===== config.mk =====
export PLATFORM = sky130hd
export DESIGN_NAME = sorted_table_binary_search_unit_flat
export DESIGN_NICKNAME = d
export VERILOG_FILES = /design/src/hw/rtl/stbs_pkg.sv /design/src/hw/rtl/stbs_if.sv /design/src/hw/rtl/sorted_table_binary_search_unit.sv /design/src/hw/rtl/stbs_datapath.sv /design/src/hw/rtl/stbs_ctrl.sv /design/src/flat_wrapper.sv
export SDC_FILE = /design/constraint.sdc
export NUM_CORES = 1
export LEC_CHECK = 0
export BUFFER_PORTS_ARGS = -buffer_cell sky130_fd_sc_hd__clkbuf_2
export CAP_MARGIN = 30
export CORE_ASPECT_RATIO = 1.2
export CORE_MARGIN = 1.5
export CORE_UTILIZATION = 40
export CTS_CLUSTER_SIZE = 30
export DETAILED_ROUTE_END_ITERATION = 12
export PLACE_DENSITY = 0.53
export SLEW_MARGIN = 5
export SYNTH_ARGS = -nofsm -noshare
export SYNTH_HDL_FRONTEND = slang
export SYNTH_SLANG_ARGS = --single-unit

===== constraint.sdc =====
create_clock -name clk -period 14.67 [get_ports clk]
set_clock_uncertainty 0.2 [all_clocks]
set_input_delay 0.7335 -clock clk [delete_from_list [all_inputs] [get_ports clk]]
set_output_delay 0.7335 -clock clk [all_outputs]
set_load 0.05 [all_outputs]

===== src/hw/rtl/stbs_pkg.sv =====
package stbs_pkg;

  localparam int TABLE_DEPTH_DEF = 16;
  localparam int VALUE_W         = 32;
  localparam int INDEX_W         = 4;
  localparam int COUNT_W         = 5;

  localparam logic [COUNT_W-1:0] COUNT_RESET = 5'd16;

  localparam logic FUNC_WRITE  = 1'b0;
  localparam logic FUNC_SEARCH = 1'b1;

  typedef enum logic [1:0] {
    ST_IDLE,
    ST_PROBE,
    ST_RESULT
  } state_t;

  typedef struct packed {
    logic wr;
    logic start;
    logic step;
    logic load_out;
  } cmd_t;

  typedef struct packed {
    logic empty;
    logic hit;
    logic cont;
  } sts_t;

endpackage


===== src/hw/rtl/stbs_if.sv =====
interface stbs_req_if;
  logic                             valid;
  logic                             ready;
  logic                             func;
  logic [stbs_pkg::INDEX_W-1:0]     entry_index;
  logic signed [stbs_pkg::VALUE_W-1:0] item_value;

  modport source (output valid, func, entry_index, item_value, input ready);
  modport sink   (input valid, func, entry_index, item_value, output ready);
endinterface

interface stbs_rsp_if;
  logic                         valid;
  logic                         ready;
  logic                         found;
  logic [stbs_pkg::INDEX_W-1:0] position;

  modport source (output valid, found, position, input ready);
  modport sink   (input valid, found, position, output ready);
endinterface

interface stbs_cfg_if;
  logic                         valid;
  logic                         ready;
  logic [stbs_pkg::COUNT_W-1:0] entry_count;

  modport source (output valid, entry_count, input ready);
  modport sink   (input valid, entry_count, output ready);
endinterface


===== src/hw/rtl/sorted_table_binary_search_unit.sv =====
// Table write: entry stored at the edge that takes the word, no result word.
// Search: an issue step, then probe steps (none for an empty table), then a result step; one search
// in flight at a time, one probe per cycle through the single synchronous table read port.
// Reset: control cleared, entry_count set to 16, table contents undefined until written.
module sorted_table_binary_search_unit #(
  parameter int TABLE_DEPTH = stbs_pkg::TABLE_DEPTH_DEF
) (
  input  logic       clk,
  input  logic       rst,
  stbs_req_if.sink   req,
  stbs_rsp_if.source rsp,
  stbs_cfg_if.sink   cfg
);
  import stbs_pkg::*;

  cmd_t               cmd;
  sts_t               sts;
  logic               ctl_req_ready;
  logic               ctl_rsp_valid;
  logic               dp_found;
  logic [INDEX_W-1:0] dp_position;

  assign cfg.ready    = 1'b1;
  assign req.ready    = ctl_req_ready;
  assign rsp.valid    = ctl_rsp_valid;
  assign rsp.found    = dp_found;
  assign rsp.position = dp_position;

  stbs_ctrl u_ctrl (
    .clk       (clk),
    .rst       (rst),
    .req_valid (req.valid),
    .req_func  (req.func),
    .req_ready (ctl_req_ready),
    .rsp_valid (ctl_rsp_valid),
    .rsp_ready (rsp.ready),
    .cmd       (cmd),
    .sts       (sts)
  );

  stbs_datapath #(
    .TABLE_DEPTH (TABLE_DEPTH)
  ) u_datapath (
    .clk         (clk),
    .rst         (rst),
    .cmd         (cmd),
    .sts         (sts),
    .cfg_we      (cfg.valid),
    .cfg_count   (cfg.entry_count),
    .entry_index (req.entry_index),
    .item_value  (req.item_value),
    .found       (dp_found),
    .position    (dp_position)
  );

endmodule


===== src/hw/rtl/stbs_datapath.sv =====
module stbs_datapath #(
  parameter int TABLE_DEPTH = stbs_pkg::TABLE_DEPTH_DEF
) (
  input  logic                                clk,
  input  logic                                rst,
  input  stbs_pkg::cmd_t                      cmd,
  output stbs_pkg::sts_t                      sts,
  input  logic                                cfg_we,
  input  logic [stbs_pkg::COUNT_W-1:0]        cfg_count,
  input  logic [stbs_pkg::INDEX_W-1:0]        entry_index,
  input  logic signed [stbs_pkg::VALUE_W-1:0] item_value,
  output logic                                found,
  output logic [stbs_pkg::INDEX_W-1:0]        position
);
  import stbs_pkg::*;

  localparam int AW = (TABLE_DEPTH > 1) ? $clog2(TABLE_DEPTH) : 1;
  localparam int CW = $clog2(TABLE_DEPTH + 1);

  logic signed [VALUE_W-1:0] mem [TABLE_DEPTH];
  logic signed [VALUE_W-1:0] rdata;
  logic signed [VALUE_W-1:0] key;
  logic [COUNT_W-1:0]        entry_count;
  logic [CW-1:0]             n_clamp, nm1, lo, hi, lo_new, hi_new, span, mid_ext;
  logic [AW-1:0]             mid, mid_start, mid_step, rd_addr;
  logic                      gt, hit, cont;
  logic                      res_found;
  logic [INDEX_W-1:0]        res_pos;

  always_comb begin
    n_clamp   = (32'(entry_count) > 32'(TABLE_DEPTH)) ? CW'(TABLE_DEPTH) : CW'(entry_count);
    nm1       = n_clamp - CW'(1);
    mid_start = AW'(nm1 >> 1);
    hit       = (rdata == key);
    gt        = (rdata > key);
    mid_ext   = CW'(mid);
    lo_new    = gt ? lo : mid_ext + CW'(1);
    hi_new    = gt ? mid_ext : hi;
    cont      = (lo_new < hi_new);
    span      = hi_new - lo_new - CW'(1);
    mid_step  = AW'(lo_new + (span >> 1));
    rd_addr   = cmd.start ? mid_start : mid_step;
    sts.empty = (n_clamp == '0);
    sts.hit   = hit;
    sts.cont  = cont;
  end

  always_ff @(posedge clk) begin
    if (rst) begin
      entry_count <= COUNT_RESET;
    end else if (cfg_we) begin
      entry_count <= cfg_count;
    end
  end

  always_ff @(posedge clk) begin
    if (cmd.wr && (32'(entry_index) < 32'(TABLE_DEPTH))) begin
      mem[AW'(entry_index)] <= item_value;
    end
  end

  always_ff @(posedge clk) begin
    if (cmd.start || cmd.step) begin
      rdata <= mem[rd_addr];
    end
  end

  always_ff @(posedge clk) begin
    if (cmd.start) begin
      key       <= item_value;
      lo        <= '0;
      hi        <= n_clamp;
      mid       <= mid_start;
      res_found <= 1'b0;
      res_pos   <= '0;
    end else if (cmd.step) begin
      lo  <= lo_new;
      hi  <= hi_new;
      mid <= mid_step;
      if (hit) begin
        res_found <= 1'b1;
        res_pos   <= INDEX_W'(mid);
      end
    end
    if (cmd.load_out) begin
      found    <= res_found;
      position <= res_pos;
    end
  end

endmodule


===== src/hw/rtl/stbs_ctrl.sv =====
module stbs_ctrl (
  input  logic           clk,
  input  logic           rst,
  input  logic           req_valid,
  input  logic           req_func,
  output logic           req_ready,
  output logic           rsp_valid,
  input  logic           rsp_ready,
  output stbs_pkg::cmd_t cmd,
  input  stbs_pkg::sts_t sts
);
  import stbs_pkg::*;

  state_t state, state_next;
  logic   rsp_valid_next;

  always_ff @(posedge clk) begin
    if (rst) begin
      state     <= ST_IDLE;
      rsp_valid <= 1'b0;
    end else begin
      state     <= state_next;
      rsp_valid <= rsp_valid_next;
    end
  end

  always_comb begin
    state_next     = state;
    cmd            = '0;
    req_ready      = 1'b0;
    rsp_valid_next = rsp_valid && !rsp_ready;
    case (state)
      ST_IDLE: begin
        req_ready = 1'b1;
        if (req_valid) begin
          if (req_func == FUNC_WRITE) begin
            cmd.wr = 1'b1;
          end else begin
            cmd.start  = 1'b1;
            state_next = sts.empty ? ST_RESULT : ST_PROBE;
          end
        end
      end
      ST_PROBE: begin
        cmd.step = 1'b1;
        if (sts.hit || !sts.cont) begin
          state_next = ST_RESULT;
        end
      end
      ST_RESULT: begin
        if (!rsp_valid || rsp_ready) begin
          cmd.load_out   = 1'b1;
          rsp_valid_next = 1'b1;
          state_next     = ST_IDLE;
        end
      end
      default: begin
        state_next = ST_IDLE;
      end
    endcase
  end

  a_load_free: assert property (@(posedge clk) disable iff (rst)
    cmd.load_out |-> (!rsp_valid || rsp_ready))
    else $error("result word loaded over an untaken one");

  a_hit_ends: assert property (@(posedge clk) disable iff (rst)
    (state == ST_PROBE && sts.hit) |=> state == ST_RESULT)
    else $error("search continued after a match");

  a_search_busy: assert property (@(posedge clk) disable iff (rst)
    (req_valid && req_ready && req_func == FUNC_SEARCH) |=> !req_ready)
    else $error("new word taken during a search");

  a_write_stays: assert property (@(posedge clk) disable iff (rst)
    (req_valid && req_ready && req_func == FUNC_WRITE) |=> state == ST_IDLE)
    else $error("table write left idle");

endmodule


===== src/flat_wrapper.sv =====
// flat-port wrapper written by rule: the top's interface ports become plain ports
module sorted_table_binary_search_unit_flat import stbs_pkg::*;
#(
  parameter int TABLE_DEPTH = stbs_pkg::TABLE_DEPTH_DEF
)
  (clk, rst, req_valid, req_func, req_entry_index, req_item_value, req_ready, rsp_valid, rsp_found, rsp_position, rsp_ready, cfg_valid, cfg_entry_count, cfg_ready);
  stbs_req_if req_i ();
  stbs_rsp_if rsp_i ();
  stbs_cfg_if cfg_i ();
  input  logic clk;
  input  logic rst;
  input wire logic [$bits(req_i.valid)-1:0] req_valid;
  input wire logic [$bits(req_i.func)-1:0] req_func;
  input wire logic [$bits(req_i.entry_index)-1:0] req_entry_index;
  input wire logic [$bits(req_i.item_value)-1:0] req_item_value;
  output wire logic [$bits(req_i.ready)-1:0] req_ready;
  output wire logic [$bits(rsp_i.valid)-1:0] rsp_valid;
  output wire logic [$bits(rsp_i.found)-1:0] rsp_found;
  output wire logic [$bits(rsp_i.position)-1:0] rsp_position;
  input wire logic [$bits(rsp_i.ready)-1:0] rsp_ready;
  input wire logic [$bits(cfg_i.valid)-1:0] cfg_valid;
  input wire logic [$bits(cfg_i.entry_count)-1:0] cfg_entry_count;
  output wire logic [$bits(cfg_i.ready)-1:0] cfg_ready;
  assign req_i.valid = req_valid;
  assign req_i.func = req_func;
  assign req_i.entry_index = req_entry_index;
  assign req_i.item_value = req_item_value;
  assign req_ready = req_i.ready;
  assign rsp_valid = rsp_i.valid;
  assign rsp_found = rsp_i.found;
  assign rsp_position = rsp_i.position;
  assign rsp_i.ready = rsp_ready;
  assign cfg_i.valid = cfg_valid;
  assign cfg_i.entry_count = cfg_entry_count;
  assign cfg_ready = cfg_i.ready;
  sorted_table_binary_search_unit #(.TABLE_DEPTH(TABLE_DEPTH)) u_core (.clk(clk), .rst(rst), .req(req_i), .rsp(rsp_i), .cfg(cfg_i));
endmodule

==> reports/results.tsv <==
stage	metric	value	unit
outcome	status	completed	
sta	slew margin rel.	29.66	%
detailed_routing	via count	14288	
place	HPWL Detailed	31440	um
floorplanning	I/O Pins	55	
sta	Tcrit/Tclk final	51.00	%
synth	Post-synth EDFFs	590	
detailed_routing	Avg Vias per Cell	5.717	
sta	# setup viols final	0	
grt	first-pass GRT wire length	95520	um
setup_path	Critical Path Sink	u_core.u_datapath.rdata[20]	
detailed_routing	Detail Route Antenna Nets	0	
setup_path	Required @ worst endpoint	14.78	ns
sta	Fmax	0.1337	GHz
clock_tree	Num Clock Sinks	608	
place	Final GP Congestion	0.8284	
clock_tree	CTS max path bufs	3	
setup_path	R2R cell count	25	
sta	RSZ-0062 raised after global routing	false	
synth	Syn. warnings	0	
setup_path	crit path launch	u_core.u_datapath.rdata[31]	
synth	Post-synth ARST share	0	%
setup_path	reg-to-reg critical path startpoint	u_core.u_datapath.rdata[31]	
synth	Netlist cell types	60	
place	placed insts	2383	
clock_tree	Skew-Pair Late Insertion Delay	0.59	ns
floorplanning	die area	66100	um^2
floorplanning	Die Y-Extent	281.3	um
setup_path	Worst setup EP type	register	
floorplanning	chip width	234.9	um
sta	worst slew pin tran	1.055	ns
sta	fin crit period	7.482	ns
synth	Yosys reg bits	608	
synth	sequential share of the synthesized area	70.00	%
layout	diode count	0	
synth	syn nets	1667	
detailed_routing	DRT iter0 DRCs	1016	
grt	Total GRT Usage	19.63	%
grt	number of global-route vias before repair	14561	
setup_path	Crit Path Class	reg2reg	
clock_tree	postcts setup bufs	0	
setup_path	WP data arrival	7.59	ns
clock_tree	PostCTS Resize Cnt	0	
sta	Fin. Hold Viols	0	
floorplanning	area of the core	63560	um^2
synth	syn avg cell area	16.36	um^2
setup_path	crit-path max FO	36	
worst_hold_path	hold path startpoint	cfg_entry_count[4]	
place	IO Port Bufs	53	
clock_tree	Reg clk slew, reported paths	0.06	ns
grt	total gr overflow	0	
layout	final std cells w/o fill	2499	
synth	main flop type after synthesis	edfxtp_1	
floorplanning	starting density of the core	40.63	%
layout	final-stage net count	1718	
grt	pin count of the biggest net entering global routing	66	
synth	Cell Area, Synth	25820	um^2
clock_tree	CTS Hold Buffers Added	0	
sta	setup TNS	0	ns
flow_run	max-cap violation count	0	
clock_tree	Root Driver	clkbuf_16	
sta	Max Slew Vio Count	0	
floorplanning	Row Count	101	
setup_path	R2R Setup Slk	7.19	ns
detailed_routing	Routed WL per cell	25.85	um
setup_path	r2r endpoint	u_core.u_datapath.rdata[20]	
grt	antenna violations before repair	4	
detailed_routing	Pre-antenna DRT Iters	5	
clock_tree	TritonCTS clock tree	done	
detailed_routing	DR DRC count	0	
detailed_routing	wirelength, routed	64600	um
layout	share of cells above drive strength 1	12.54	%
clock_tree	CTS buffer count	66	
synth	Mapped Cells	1578	
clock_tree	H-tree levels	3	
setup_path	nature of the critical path startpoint	register	
worst_hold_path	hold crit path type	in2reg	
layout	Synth-to-Final Area Change	12.90	%
==> registers in the layout (all words and copies together) (netlist names) <==
| signal | count |
|---|---|
| u_core.u_ctrl.rsp_valid | 1 |
| u_core.u_datapath.found | 1 |
| u_core.u_datapath.position | 4 |
| u_core.u_datapath.entry_count | 5 |
| u_core.u_datapath.lo | 5 |
| u_core.u_datapath.rdata | 32 |
| u_core.u_datapath.mem | 512 |
| u_core.u_datapath.hi | 5 |
| u_core.u_datapath.key | 32 |
| u_core.u_ctrl.state | 2 |
| u_core.u_datapath.res_found | 1 |
| u_core.u_datapath.res_pos | 4 |
| u_core.u_datapath.mid | 4 |
==> metrics by stage <==
step | instance area, um^2 | util [%] | setup slack (ns) | hold slack [ns]
2_1_floorplan | 25820 | - | 8.988 | 0.2019
3_3_place_gp | 27090 | 42.62 | 6.250 | 0.2181
3_5_place_dp | 27140 | 42.69 | 6.865 | 0.2174
4_1_cts | 29110 | 45.79 | 6.832 | 0.1192
5_1_grt | 29150 | 45.87 | 6.758 | 0.1658
6_report | 29150 | 45.87 | 7.188 | 0.1602
==> how the worst min path moves through the flow <==
stage,to,slack (ns),cells past startpoint
floorplan,u_core.u_datapath.position[0],0.20,0
global placement,u_core.u_datapath.position[1],0.22,0
detailed placement,u_core.u_datapath.position[0],0.22,0
CTS,u_core.u_datapath.entry_count[4],0.12,2
global route,u_core.u_datapath.entry_count[4],0.17,2
finish,u_core.u_datapath.entry_count[4],0.16,2
==> worst max-delay path: stages (launching register included) <==
cell      delay, ns
edfxtp_1       0.44
ha_1           0.45
and4_4         0.31
nand2_2        0.08
nor4_4         0.51
nor3b_2        0.35
o32a_1         0.45
nand2_1        0.37
nand2_1        0.19
o21ai_0        0.09
and2_1         0.17
ha_1           0.25
and2_1         0.18
o211ai_1       0.24
nand3_1        0.19
and2_1         0.19
ha_1           0.18
inv_1          0.06
o31ai_1        0.08
xnor2_1        0.16
o21a_2         0.14
buf_4          0.39
clkinv_2       0.61
buf_4          0.53
o311ai_0       0.18
nand4_1        0.14
==> cells in the final DEF, fill, tap and decap left out, types with 11 or more instances in the layout <==
cell / n
edfxtp_1: 590
mux2i_1: 393
clkbuf_16: 67
o2111ai_1: 64
clkbuf_2: 53
inv_1: 44
ha_1: 42
nand4_1: 41
buf_4: 35
o311ai_1: 34
o311ai_0: 31
nand2_1: 27
a21oi_1: 23
o21ai_0: 20
dfxtp_1: 18
clkbuf_1: 17
nor2_1: 16
clkinv_1: 14
nor2_4: 12
nand3_1: 11
==> layout make-up <==
| cell class | instances | area (um^2) |
|---|---|---|
| fillers | 5478 | 34410 |
| inverters | 47 | 180.2 |
| clock buffers | 85 | 1754 |
| well taps | 824 | 1031 |
| multi-input cells | 814 | 7274 |
| clock inverters | 29 | 214.0 |
| flip-flops and latches | 608 | 18080 |
| repair buffers | 92 | 623.1 |
==> kinds of logic after synthesis <==
kind of cell,share of synthesized area [%]
AOI/OAI and AO/OA,6.464
other,0.01452
muxes,15.23
buffers and inverters,2.476
adders and majority gates,2.074
xor gates and xnor gates,0.4022
DFF,70.00
and+or+nand+nor,3.334
==> metal layers <==
layer | wire [um] | GRT usage [%] | part of all wire (%) | up-vias
li1 | - | - | - | 6423
met1 | 27280 | 24.25 | 42 | 7421
met2 | 32860 | 35.12 | 51 | 334
met3 | 2926 | 3.104 | 4.5 | 102
met4 | 1487 | 6.577 | 2.3 | 8
met5 | 53 | 0 | 0.082 | -
==> synthesized netlist by cell type, types with 2 or more instances <==
cell | number | area share [%]
buf_2 | 25 | 0.48
o311ai_1 | 34 | 1.2
nor2_1 | 28 | 0.41
nor3_1 | 13 | 0.25
xnor2_1 | 8 | 0.27
nor2b_1 | 7 | 0.17
and2_1 | 4 | 0.097
buf_1 | 7 | 0.10
mux2i_1 | 393 | 15
a21boi_0 | 4 | 0.12
o31ai_1 | 3 | 0.087
buf_6 | 2 | 0.087
a21oi_1 | 24 | 0.47
and3_1 | 3 | 0.073
a21o_1 | 4 | 0.12
o311ai_0 | 31 | 1.1
a211o_1 | 2 | 0.068
nand2b_1 | 10 | 0.24
inv_1 | 45 | 0.65
o211ai_1 | 3 | 0.087
o2111ai_1 | 64 | 2.2
buf_4 | 2 | 0.058
ha_1 | 42 | 2.0
a211oi_1 | 3 | 0.087
nand3_1 | 11 | 0.21
nand2_1 | 27 | 0.39
nor4_1 | 3 | 0.073
and4_1 | 2 | 0.068
o21a_1 | 3 | 0.087
inv_2 | 2 | 0.029
edfxtp_1 | 590 | 69
dfxtp_1 | 18 | 1.4
xor2_1 | 2 | 0.068
o21ai_0 | 20 | 0.39
clkbuf_1 | 73 | 1.1
nand4_1 | 41 | 0.99
nand3b_1 | 2 | 0.058
Power is left out: the tool's default activity adds up to more than one toggle a clock period on the data nets, which glitch-free logic cannot reach.
